**src/hw/rtl/dlr_pkg.sv**
```systemverilog
// Shared types and constants of the DDA line rasteriser.
package dlr_pkg;

  localparam int unsigned COORD_W     = 5;
  localparam int unsigned COLOUR_W    = 8;
  localparam int unsigned FRAME_W_DEF = 32;
  localparam int unsigned FRAME_H_DEF = 32;
  localparam int unsigned DIV_STEPS   = COORD_W;
  localparam int unsigned DIV_CNT_W   = $clog2(DIV_STEPS);

  localparam logic [COLOUR_W-1:0] FULL_ON = 8'hFF;
  localparam logic [COLOUR_W-1:0] ALL_OFF = 8'h00;

  typedef logic [COORD_W-1:0]  coord_t;
  typedef logic [COLOUR_W-1:0] colour_t;

  typedef struct packed {
    coord_t start_x;
    coord_t start_y;
    coord_t end_x;
    coord_t end_y;
  } line_t;

  typedef struct packed {
    coord_t  pixel_x;
    coord_t  pixel_y;
    colour_t red;
    colour_t green;
    colour_t blue;
    logic    last_pixel;
  } pixel_t;

  typedef struct packed {
    coord_t quot;
    coord_t rem;
  } div_res_t;

endpackage

```
**src/hw/rtl/dda_line_rasterizer.sv**
```systemverilog
// DDA line rasteriser: turns a line segment into an ordered stream of pixel writes.
//
// Command channel: line_i is taken at a rising edge with start_i high and busy_o low.
// Result channel: each pixel write sits on pixel_o for one cycle with pixel_valid_o
// high and is transferred at the edge that ends that cycle; the receiver cannot stall.
// Order per line: white line pixels, a red pixel at the start point, then a green
// pixel at the end point with last_pixel set. Pixels with x >= WIDTH or y >= HEIGHT
// are dropped, the red and green ones included.
// Sequencing: a vertical line (equal x) needs no division and goes straight to its
// pixels. Any other line first runs the 5-step restoring divider for floor(dy / dx);
// then every line steps one pixel per cycle through a single add and compare on the
// remainder. Results are registered behind the sequencer, so the last write appears
// in the first cycle in which busy_o is low again.
// At most 33 writes per line, one per cycle; one line at a time.
// Reset clears the sequencer and the result strobe; a line in flight is abandoned.
module dda_line_rasterizer
  import dlr_pkg::*;
#(
  parameter int unsigned WIDTH  = FRAME_W_DEF,
  parameter int unsigned HEIGHT = FRAME_H_DEF
) (
  input  logic   clk_i,
  input  logic   rst_ni,
  input  logic   start_i,
  input  line_t  line_i,
  output logic   busy_o,
  output logic   pixel_valid_o,
  output pixel_t pixel_o
);

  typedef enum logic [4:0] {
    ST_IDLE  = 5'b00001,
    ST_DIV   = 5'b00010,
    ST_LINE  = 5'b00100,
    ST_RED   = 5'b01000,
    ST_GREEN = 5'b10000
  } state_e;

  state_e   state_q, state_d;
  line_t    line_q, line_d;
  coord_t   x_q, x_d;
  coord_t   y_q, y_d;
  coord_t   dx_q, dx_d;
  coord_t   r_q, r_d;
  coord_t   rd_q, rd_d;
  coord_t   qd_q, qd_d;
  coord_t   cnt_q, cnt_d;
  logic     xinc_q, xinc_d;
  logic     neg_q, neg_d;
  logic     valid_q, valid_d;
  pixel_t   pix_q, pix_d;

  logic     accept;
  logic     vert;
  logic     right;
  coord_t   xl, yl, xr, yr;
  coord_t   ylo, vlen;
  coord_t   dx_in, absdy_in;
  logic     neg_in;
  logic     div_done;
  div_res_t div_res;
  logic [COORD_W:0] sum;
  logic     carry;
  logic     emit;
  pixel_t   cand;
  logic     in_frame;

  assign accept = start_i && (state_q == ST_IDLE);
  assign vert   = line_i.start_x == line_i.end_x;
  assign right  = line_i.end_x > line_i.start_x;
  assign xl     = right ? line_i.start_x : line_i.end_x;
  assign yl     = right ? line_i.start_y : line_i.end_y;
  assign xr     = right ? line_i.end_x : line_i.start_x;
  assign yr     = right ? line_i.end_y : line_i.start_y;
  assign dx_in  = xr - xl;
  assign neg_in = yr < yl;
  assign absdy_in = neg_in ? (yl - yr) : (yr - yl);
  assign ylo  = (line_i.start_y < line_i.end_y) ? line_i.start_y : line_i.end_y;
  assign vlen = (line_i.start_y < line_i.end_y) ? (line_i.end_y - line_i.start_y)
                                                : (line_i.start_y - line_i.end_y);

  dlr_div u_div (
    .clk_i      (clk_i),
    .rst_ni     (rst_ni),
    .start_i    (accept && !vert),
    .dividend_i (absdy_in),
    .divisor_i  (dx_in),
    .done_o     (div_done),
    .res_o      (div_res)
  );

  assign sum   = {1'b0, r_q} + {1'b0, rd_q};
  assign carry = sum >= {1'b0, dx_q};

  always_comb begin
    state_d = state_q;
    line_d  = line_q;
    x_d     = x_q;
    y_d     = y_q;
    dx_d    = dx_q;
    r_d     = r_q;
    rd_d    = rd_q;
    qd_d    = qd_q;
    cnt_d   = cnt_q;
    xinc_d  = xinc_q;
    neg_d   = neg_q;
    emit    = 1'b0;
    cand    = '{pixel_x: x_q, pixel_y: y_q, red: FULL_ON, green: FULL_ON,
                blue: FULL_ON, last_pixel: 1'b0};
    unique case (state_q)
      ST_IDLE: begin
        if (start_i) begin
          line_d = line_i;
          r_d    = '0;
          if (vert) begin
            x_d    = line_i.start_x;
            y_d    = ylo;
            dx_d   = COORD_W'(1);
            rd_d   = '0;
            qd_d   = COORD_W'(1);
            cnt_d  = vlen;
            xinc_d = 1'b0;
            state_d = (vlen == '0) ? ST_RED : ST_LINE;
          end else begin
            x_d    = xl;
            y_d    = yl;
            dx_d   = dx_in;
            cnt_d  = dx_in;
            neg_d  = neg_in;
            xinc_d = 1'b1;
            state_d = ST_DIV;
          end
        end
      end
      ST_DIV: begin
        if (div_done) begin
          if (!neg_q) begin
            qd_d = div_res.quot;
            rd_d = div_res.rem;
          end else if (div_res.rem == '0) begin
            qd_d = COORD_W'(0) - div_res.quot;
            rd_d = '0;
          end else begin
            qd_d = ~div_res.quot;
            rd_d = dx_q - div_res.rem;
          end
          state_d = ST_LINE;
        end
      end
      ST_LINE: begin
        emit  = 1'b1;
        x_d   = x_q + COORD_W'(xinc_q);
        y_d   = y_q + qd_q + COORD_W'(carry);
        r_d   = carry ? COORD_W'(sum - {1'b0, dx_q}) : sum[COORD_W-1:0];
        cnt_d = cnt_q - 1'b1;
        if (cnt_q == COORD_W'(1)) begin
          state_d = ST_RED;
        end
      end
      ST_RED: begin
        emit = 1'b1;
        cand = '{pixel_x: line_q.start_x, pixel_y: line_q.start_y, red: FULL_ON,
                 green: ALL_OFF, blue: ALL_OFF, last_pixel: 1'b0};
        state_d = ST_GREEN;
      end
      ST_GREEN: begin
        emit = 1'b1;
        cand = '{pixel_x: line_q.end_x, pixel_y: line_q.end_y, red: ALL_OFF,
                 green: FULL_ON, blue: ALL_OFF, last_pixel: 1'b1};
        state_d = ST_IDLE;
      end
      default: begin
        state_d = ST_IDLE;
      end
    endcase
  end

  assign in_frame = ({2'b00, cand.pixel_x} < (COORD_W + 2)'(WIDTH)) &&
                    ({2'b00, cand.pixel_y} < (COORD_W + 2)'(HEIGHT));
  assign valid_d  = emit && in_frame;
  assign pix_d    = cand;

  always_ff @(posedge clk_i or negedge rst_ni) begin
    if (!rst_ni) begin
      state_q <= ST_IDLE;
      valid_q <= 1'b0;
    end else begin
      state_q <= state_d;
      valid_q <= valid_d;
    end
  end

  always_ff @(posedge clk_i) begin
    line_q <= line_d;
    x_q    <= x_d;
    y_q    <= y_d;
    dx_q   <= dx_d;
    r_q    <= r_d;
    rd_q   <= rd_d;
    qd_q   <= qd_d;
    cnt_q  <= cnt_d;
    xinc_q <= xinc_d;
    neg_q  <= neg_d;
    pix_q  <= pix_d;
  end

  assign busy_o        = state_q != ST_IDLE;
  assign pixel_valid_o = valid_q;
  assign pixel_o       = pix_q;

  a_state_onehot: assert property (@(posedge clk_i) disable iff (!rst_ni)
    $onehot(state_q))
    else $error("sequencer state not one-hot");

  a_busy_after_accept: assert property (@(posedge clk_i) disable iff (!rst_ni)
    (start_i && !busy_o) |=> busy_o)
    else $error("accepted line did not raise busy");

  a_last_ends_run: assert property (@(posedge clk_i) disable iff (!rst_ni)
    (pixel_valid_o && pixel_o.last_pixel) |-> !busy_o)
    else $error("last pixel transferred while still busy");

  a_remainder_bound: assert property (@(posedge clk_i) disable iff (!rst_ni)
    (state_q == ST_LINE) |-> ((r_q < dx_q) && (rd_q < dx_q)))
    else $error("step remainder out of range");

endmodule

```
**src/hw/rtl/dlr_div.sv**
```systemverilog
// Restoring divider of two coordinates, one quotient bit per cycle.
module dlr_div
  import dlr_pkg::*;
(
  input  logic     clk_i,
  input  logic     rst_ni,
  input  logic     start_i,
  input  coord_t   dividend_i,
  input  coord_t   divisor_i,
  output logic     done_o,
  output div_res_t res_o
);

  logic                 busy_q, busy_d;
  logic                 done_q, done_d;
  logic [DIV_CNT_W-1:0] cnt_q, cnt_d;
  coord_t               dvd_q, dvd_d;
  coord_t               rem_q, rem_d;
  coord_t               dsr_q, dsr_d;
  logic [COORD_W:0]     trial;
  logic                 ge;

  always_comb begin
    trial  = {rem_q, dvd_q[COORD_W-1]};
    ge     = trial >= {1'b0, dsr_q};
    busy_d = busy_q;
    done_d = 1'b0;
    cnt_d  = cnt_q;
    dvd_d  = dvd_q;
    rem_d  = rem_q;
    dsr_d  = dsr_q;
    if (start_i) begin
      busy_d = 1'b1;
      cnt_d  = DIV_CNT_W'(DIV_STEPS - 1);
      dvd_d  = dividend_i;
      rem_d  = '0;
      dsr_d  = divisor_i;
    end else if (busy_q) begin
      rem_d = ge ? COORD_W'(trial - {1'b0, dsr_q}) : trial[COORD_W-1:0];
      dvd_d = {dvd_q[COORD_W-2:0], ge};
      cnt_d = cnt_q - 1'b1;
      if (cnt_q == '0) begin
        busy_d = 1'b0;
        done_d = 1'b1;
      end
    end
  end

  always_ff @(posedge clk_i or negedge rst_ni) begin
    if (!rst_ni) begin
      busy_q <= 1'b0;
      done_q <= 1'b0;
      cnt_q  <= '0;
    end else begin
      busy_q <= busy_d;
      done_q <= done_d;
      cnt_q  <= cnt_d;
    end
  end

  always_ff @(posedge clk_i) begin
    dvd_q <= dvd_d;
    rem_q <= rem_d;
    dsr_q <= dsr_d;
  end

  assign done_o   = done_q;
  assign res_o.quot = dvd_q;
  assign res_o.rem  = rem_q;

  a_done_after_busy: assert property (@(posedge clk_i) disable iff (!rst_ni)
    done_q |-> $past(busy_q))
    else $error("divider done without a running division");

  a_rem_below_divisor: assert property (@(posedge clk_i) disable iff (!rst_ni)
    done_q |-> (rem_q < dsr_q))
    else $error("divider remainder not below divisor");

  a_no_restart: assert property (@(posedge clk_i) disable iff (!rst_ni)
    start_i |-> !busy_q)
    else $error("divider started while running");

endmodule

```
**config.mk**
```make
export PLATFORM = sky130hd
export DESIGN_NAME = dda_line_rasterizer
export DESIGN_NICKNAME = d
export VERILOG_FILES = /design/src/hw/rtl/dlr_pkg.sv /design/src/hw/rtl/dda_line_rasterizer.sv /design/src/hw/rtl/dlr_div.sv
export SDC_FILE = /design/constraint.sdc
export NUM_CORES = 1
export LEC_CHECK = 0
export BUFFER_PORTS_ARGS = -buffer_cell sky130_fd_sc_hd__buf_2
export CAP_MARGIN = 30
export CELL_PAD_IN_SITES_DETAIL_PLACEMENT = 0
export CELL_PAD_IN_SITES_GLOBAL_PLACEMENT = 1
export CORE_MARGIN = 2
export CORE_UTILIZATION = 35
export DETAILED_ROUTE_END_ITERATION = 8
export PLACE_DENSITY_LB_ADDON = 0.1
export SLEW_MARGIN = 20
export SYNTH_ARGS = -nofsm -noshare
export SYNTH_HDL_FRONTEND = slang
export SYNTH_SLANG_ARGS = --single-unit
export TNS_END_PERCENT = 10
```
**constraint.sdc**
```tcl
create_clock -name clk_i -period 11.15 [get_ports clk_i]
set_input_delay 1.6725 -clock clk_i [delete_from_list [all_inputs] [get_ports clk_i]]
set_output_delay 1.6725 -clock clk_i [all_outputs]
set_load 0.005 [all_outputs]
```
* Word-level counts from Yosys, hierarchy flattened
Cells that the tools add are included.
Word-level totals: register bits after elaboration 118, bits in latches 0, RAM bits 0, ROM bits 0, input bits 23, output and inout bits 37, word-level logic and storage cells 127, memories kept 0
Cells by class: add/subtract/negate cells 15, multiply operators 0, div/mod/pow operators 0, order comparisons 5, eq/ne operators 12, shift operators 0, mux-type cells 51, bitwise logic cells 2, reductions and logical operators 15
Operators with widths (number):
- $mux W5 | 31
- $pmux W35 S2 | 1
- $pmux W5 S2 | 6
- $sub A5 B5 Y5 | 8
- $pmux W5 S4 | 1
- $ge A6 B5 Y1 | 2
- $add A5 B1 Y5 | 2
- $eq A5 B1 Y1 const B | 2
- $logic_not A5 Y1 | 2
- $lt A5 B5 Y1 | 2
- $mux W1 | 8
- $mux W4 | 2
- $add A5 B5 Y6 | 1
- $mux W3 | 2
- $ne A2 B2 Y1 const B | 3
- $reduce_and A3 Y1 | 2
- $reduce_bool A2 Y1 | 3
- $add A5 B5 Y5 | 1
- $eq A5 B2 Y1 const B | 1
- $eq A5 B3 Y1 const B | 1
- $eq A5 B4 Y1 const B | 1
- $eq A5 B5 Y1 | 1
- $eq A5 B5 Y1 const B | 1
- $gt A5 B5 Y1 | 1
- 13 further kinds | 15

* Depth between registers and ports, before layout
word-level depth 7, mapped depth 19, mapped depth without buffers 19

* Cells and area by module
From an unflattened synthesis, not the netlist that was laid out.
Unflattened totals: cell total of the unflattened synthesis 631, area total of the unflattened synthesis 6376.1 um^2
By module, submodules not included:
- dda_line_rasterizer | instances 1, cells each 539, area an instance 5323.9 um^2, sequential area each 2143.3 um^2
- dlr_div | instances 1, cells each 92, area an instance 1052.3 um^2, sequential area each 525.5 um^2

* Worst setup path after synthesis
No wires, ideal clock.
kind input port to flip-flop, start point in line_i[16] (netlist bit), end point reg cnt_q[4], data pin, setup time 0.270 ns, arrival 3.944 ns, required time 10.880 ns, setup slack 6.936 ns, cell stages on the path 13, cell sequence inv_1 > ha_1 > and2b_1 > o2111ai_1 > nand3_2 > nand2_2 > a22oi_2 > ha_1 > a211oi_1 > o221ai_1 > xor2_1 > a211oi_1 > a21oi_1
On the way: longest elaborated chain between the ends 6, elaborated cells between the ends (all ways) 8, classes of those cells add/sub (1); order compare (1); eq/ne (1); mux (5)
RTL lines:
- start: declaration | RTL line dda_line_rasterizer.sv:25 | input line_t line_i,
- $gt A5 B5 Y1 | RTL line dda_line_rasterizer.sv:70 | assign right = line_i.end_x > line_i.start_x;
- $mux W5, on equally long branches | RTL line dda_line_rasterizer.sv:73, dda_line_rasterizer.sv:71
- $sub A5 B5 Y5 * | RTL line dda_line_rasterizer.sv:75 | assign dx_in = xr - xl;
- net dx_in[4] | RTL line dda_line_rasterizer.sv:58 | coord_t dx_in, absdy_in;
- $mux W5 * | RTL line dda_line_rasterizer.sv:115 | if (vert) begin
- $mux W5 * | RTL line dda_line_rasterizer.sv:112 | if (start_i) begin
- $pmux W5 S2 * | RTL line dda_line_rasterizer.sv:110 | unique case (state_q)
- net cnt_d[4] | RTL line dda_line_rasterizer.sv:47 | coord_t cnt_q, cnt_d;
- end signal: assignment | RTL line dda_line_rasterizer.sv:201 | cnt_q <= cnt_d;
- end: declaration | RTL line dda_line_rasterizer.sv:47
Mark *: on every way through the listed nets, which the timed path passes. The rest lies on a longest branch. The select of a mux whose other input is x is not followed. A chain may end at the register's enable or synchronous reset.

* Final worst setup path
start point in line_i[18] (netlist bit), end point reg cnt_q[4], data pin
Same word-level chain as after synthesis.

==> out/qor.log <==
qor: floorplanning.dieArea 19000 um^2
qor: min_path.hold_path.class reg2reg
qor: global_route.grt_antenna_before_repair 0
qor: detailed_routing.antenna_left 0
qor: critical_path.worst_setup_path_start_kind input pin
qor: detailed_routing.drt_wl_total 15700 um
qor: power.cellLeakagePower 0.00300 uW
qor: detailed_routing.met3_wirelength 737 um
qor: clocking.worst_skew_pair.late_latency 360 ps
qor: clocking.root_buf_cell clkbuf_16
qor: sta.final_skew 12.1 ps
qor: status.status complete, no violations
qor: sta.worst-slew-pin-transition 906 ps
qor: detailed_routing.drtIter0Drc 362
qor: clocking.clk_pin_slew_worst_paths 80 ps
qor: sta.max_freq 218 MHz
qor: critical_path.path_max_fanout 21
qor: floorplanning.core_area 17400 um^2
qor: floorplanning.die_h 138 um
qor: logic_synthesis.synth_common_cells edfxtp_1 (67), inv_1 (65), nand2_1 (63)
qor: logic_synthesis.synth_enable_flop_cells 67
qor: clocking.cts.sink_count 97
qor: clocking.cts_max_path_buffers 2
qor: logic_synthesis.cells_taking_the_most_area_after_synthesis edfxtp_1 (32%), ha_1 (9.2%), dfxtp_1 (6.1%)
qor: detailed_routing.detailroute.wirelength.met2 6910 um
qor: placement.placedCellCount 890
qor: floorplanning.die_width 138 um
qor: placement.dp.final_hpwl 12100 um
qor: floorplanning.ios 60
qor: final_layout.largest_register line_q
qor: power.ir_worst_vdd 0.0000827 V
qor: detailed_routing.vias_per_cell 5.09
qor: sta.finalWorstPathRequiredPeriod 4590 ps
qor: logic_synthesis.mappedNetlistArea 6260 um^2
qor: detailed_routing.vias 4612
qor: detailed_routing.drt-met1-wl 7730 um
qor: final_layout.number_of_flip_flops_in_the_largest_register 20
qor: logic_synthesis.synth_warnings 0
qor: logic_synthesis.postSynthCellCount 642
qor: critical_path.endpoint_kind flop
qor: logic_synthesis.syn_area_per_cell 9.75 um^2
qor: logic_synthesis.postSynth.asyncResetShare 0.113
qor: logic_synthesis.syn-num-nets 719
qor: global_route.grt-ovfl-total 0
qor: clocking.post_cts.resized_instances 0
qor: final_layout.final_layout_size_suffix_gt1_frac 0.148
qor: power.cellPowerDensity 211 nW/um^2
qor: clocking.tritoncts done
qor: floorplanning.core.rowCount 48
qor: global_route.grtUsageTotal 0.176
qor: clocking.clock_tree.htree_level_count 3
qor: floorplanning.initial_core_util 0.359
qor: final_layout.final_core_util 0.398
qor: final_layout.area_delta_synth_final 10.8%
qor: detailed_routing.topRoutingLayerUsed met4
qor: global_route.grt_pass1_vias 4381
qor: sta.report.final.hold_viol_count 0
qor: final_layout.fin_nets 753
qor: final_layout.insertedDiodeCount 0
qor: flow_run.drv_cap 0
qor: logic_synthesis.synth_seq_cells 97
qor: critical_path.timing_worst_setup_path_type in2reg
qor: sta.slew_limit_fails 0
qor: sta.timing.max_slew.rel_slack 0.394
qor: sta.final.setup.tns 0 ps
qor: logic_synthesis.portion_of_the_post_synthesis_area_used_by_sequential_elements 0.426
qor: global_route.maximum_number_of_pins_on_one_net_before_global_route_repair 30
qor: detailed_routing.drcViolationCount 0
qor: final_layout.fillers 1753
qor: sta.fin_crit_sh 0.412
qor: logic_synthesis.synth_cell_types 67
qor: logic_synthesis.synth_top_cell_area_share 0.321
qor: sta.setup_viol 0
qor: sta.grt_setup_unrepaired no
qor: critical_path.arrival 4680 ps
qor: detailed_routing.detail_route.wl_per_cell 17.3 um
qor: global_route.first_pass_grt_wire_length 24900 um
qor: placement.place.gp.congestion 0.866
qor: clocking.post_cts.repair.setup_buffers 0
qor: logic_synthesis.top_count_cell_post_synth edfxtp_1
qor: clocking.cts-hold-fix-buffers 0
qor: detailed_routing.drt-pass1-iter-count 5
qor: final_layout.instances_no_fill 906
qor: logic_synthesis.ys.flop_type edfxtp_1
qor: placement.portBuffers 59
qor: clocking.cts-buffers-inserted 9
qor: critical_path.worst_ep_required_time 11240 ps
qor: logic_synthesis.synth_largest_area_cell edfxtp_1
[where the power goes]
| group | switching, uW | internal, uW |
|---|---|---|
| combinational | 336 | 248 |
| clock | 154 | 158 |
| sequential | 67.2 | 499 |
| total | 557 | 906 |
[cells by family (layout without fill, tap and decap cells)]
kind of cell               Yosys count  count (layout)  synth area share
and+or+nand+nor                    189             189             0.142
AOI/OAI and AO/OA                  137             137             0.149
buffers and inverters              109             148            0.0827
DFF                                 97              97             0.426
adders and majority gates           54              54             0.118
xor gates and xnor gates            35              35            0.0490
muxes                               21              21            0.0338
[stage by stage]
step / area [um^2] / hold slack, ps / power, uW / setup slack, ps
after floorplan: 6260 / 432 / 1000 / 6940
after global placement: 6600 / 454 / 1150 / 6360
after detailed placement: 6640 / 453 / 1160 / 6210
after CTS: 6940 / 468 / 1480 / 6580
after global routing: 6940 / 495 / 1580 / 6260
final: 6940 / 465 / 1460 / 6560
[critical path, stage by stage]
cell	delay, ps
buf_2	120
inv_1	50
ha_1	400
and4_1	250
and2_4	280
clkinv_2	300
nand2_2	270
a22oi_2	90
ha_1	190
a211oi_1	310
o221ai_1	210
xor2_1	200
a211oi_1	260
a21oi_1	60
[cell type report]
class | instances | area (um^2) | share of cell area
clock inverter | 7 | 71.3 | 0.0103
sequential | 97 | 2670 | 0.385
timing repair buffer | 66 | 363 | 0.0523
inverter | 66 | 249 | 0.0359
multi-input combinational | 436 | 3080 | 0.444
clock buffer | 9 | 225 | 0.0325
tap | 225 | 282 | 0.0406
[cell usage in the layout, fill, tap and decap left out, types with 3 or more instances in the layout]
cell type and instances:
a22oi_1 12, clkbuf_16 9, nand2_1 63, mux2i_1 20, buf_2 59, nor2_1 57, a31oi_1 3, a21o_1 13
dfxtp_1 19, nand4_1 4, buf_4 5, a21oi_1 42, inv_1 65, nand3_1 12, o21ai_0 24, and3_1 4
nor2b_1 10, a211oi_1 10, o21a_1 4, inv_6 3, xor2_1 11, nor3_1 8, dfrtp_1 10, fa_1 8
edfxtp_1 67, o22ai_1 5, and2_1 5, xnor2_1 24, nand2b_1 6, ha_1 46
[per-layer routing]
layer / vias up / track usage
li1: 2293 / -
met1: 2182 / 0.258
met2: 117 / 0.264
met3: 20 / 0.0261
met4: 0 / 0.0612
met5: - / 0
[worst paths after layout]
kind	slack (ps)	to	start	cells after the start
setup / recovery	6560	cnt_q[4]	line_i[18]	14
hold / removal	460	pixel_o[31]	line_q[6]	2
setup reg to reg	6680	y_q[4]	rd_q[0]	19
hold reg to reg	460	pixel_o[31]	line_q[6]	2
max in group asynchronous	9660	state_q[0]	rst_ni	1
min in group asynchronous	1200	u_div.cnt_q[0]	rst_ni	1
(Power assumes the default switching activity.)
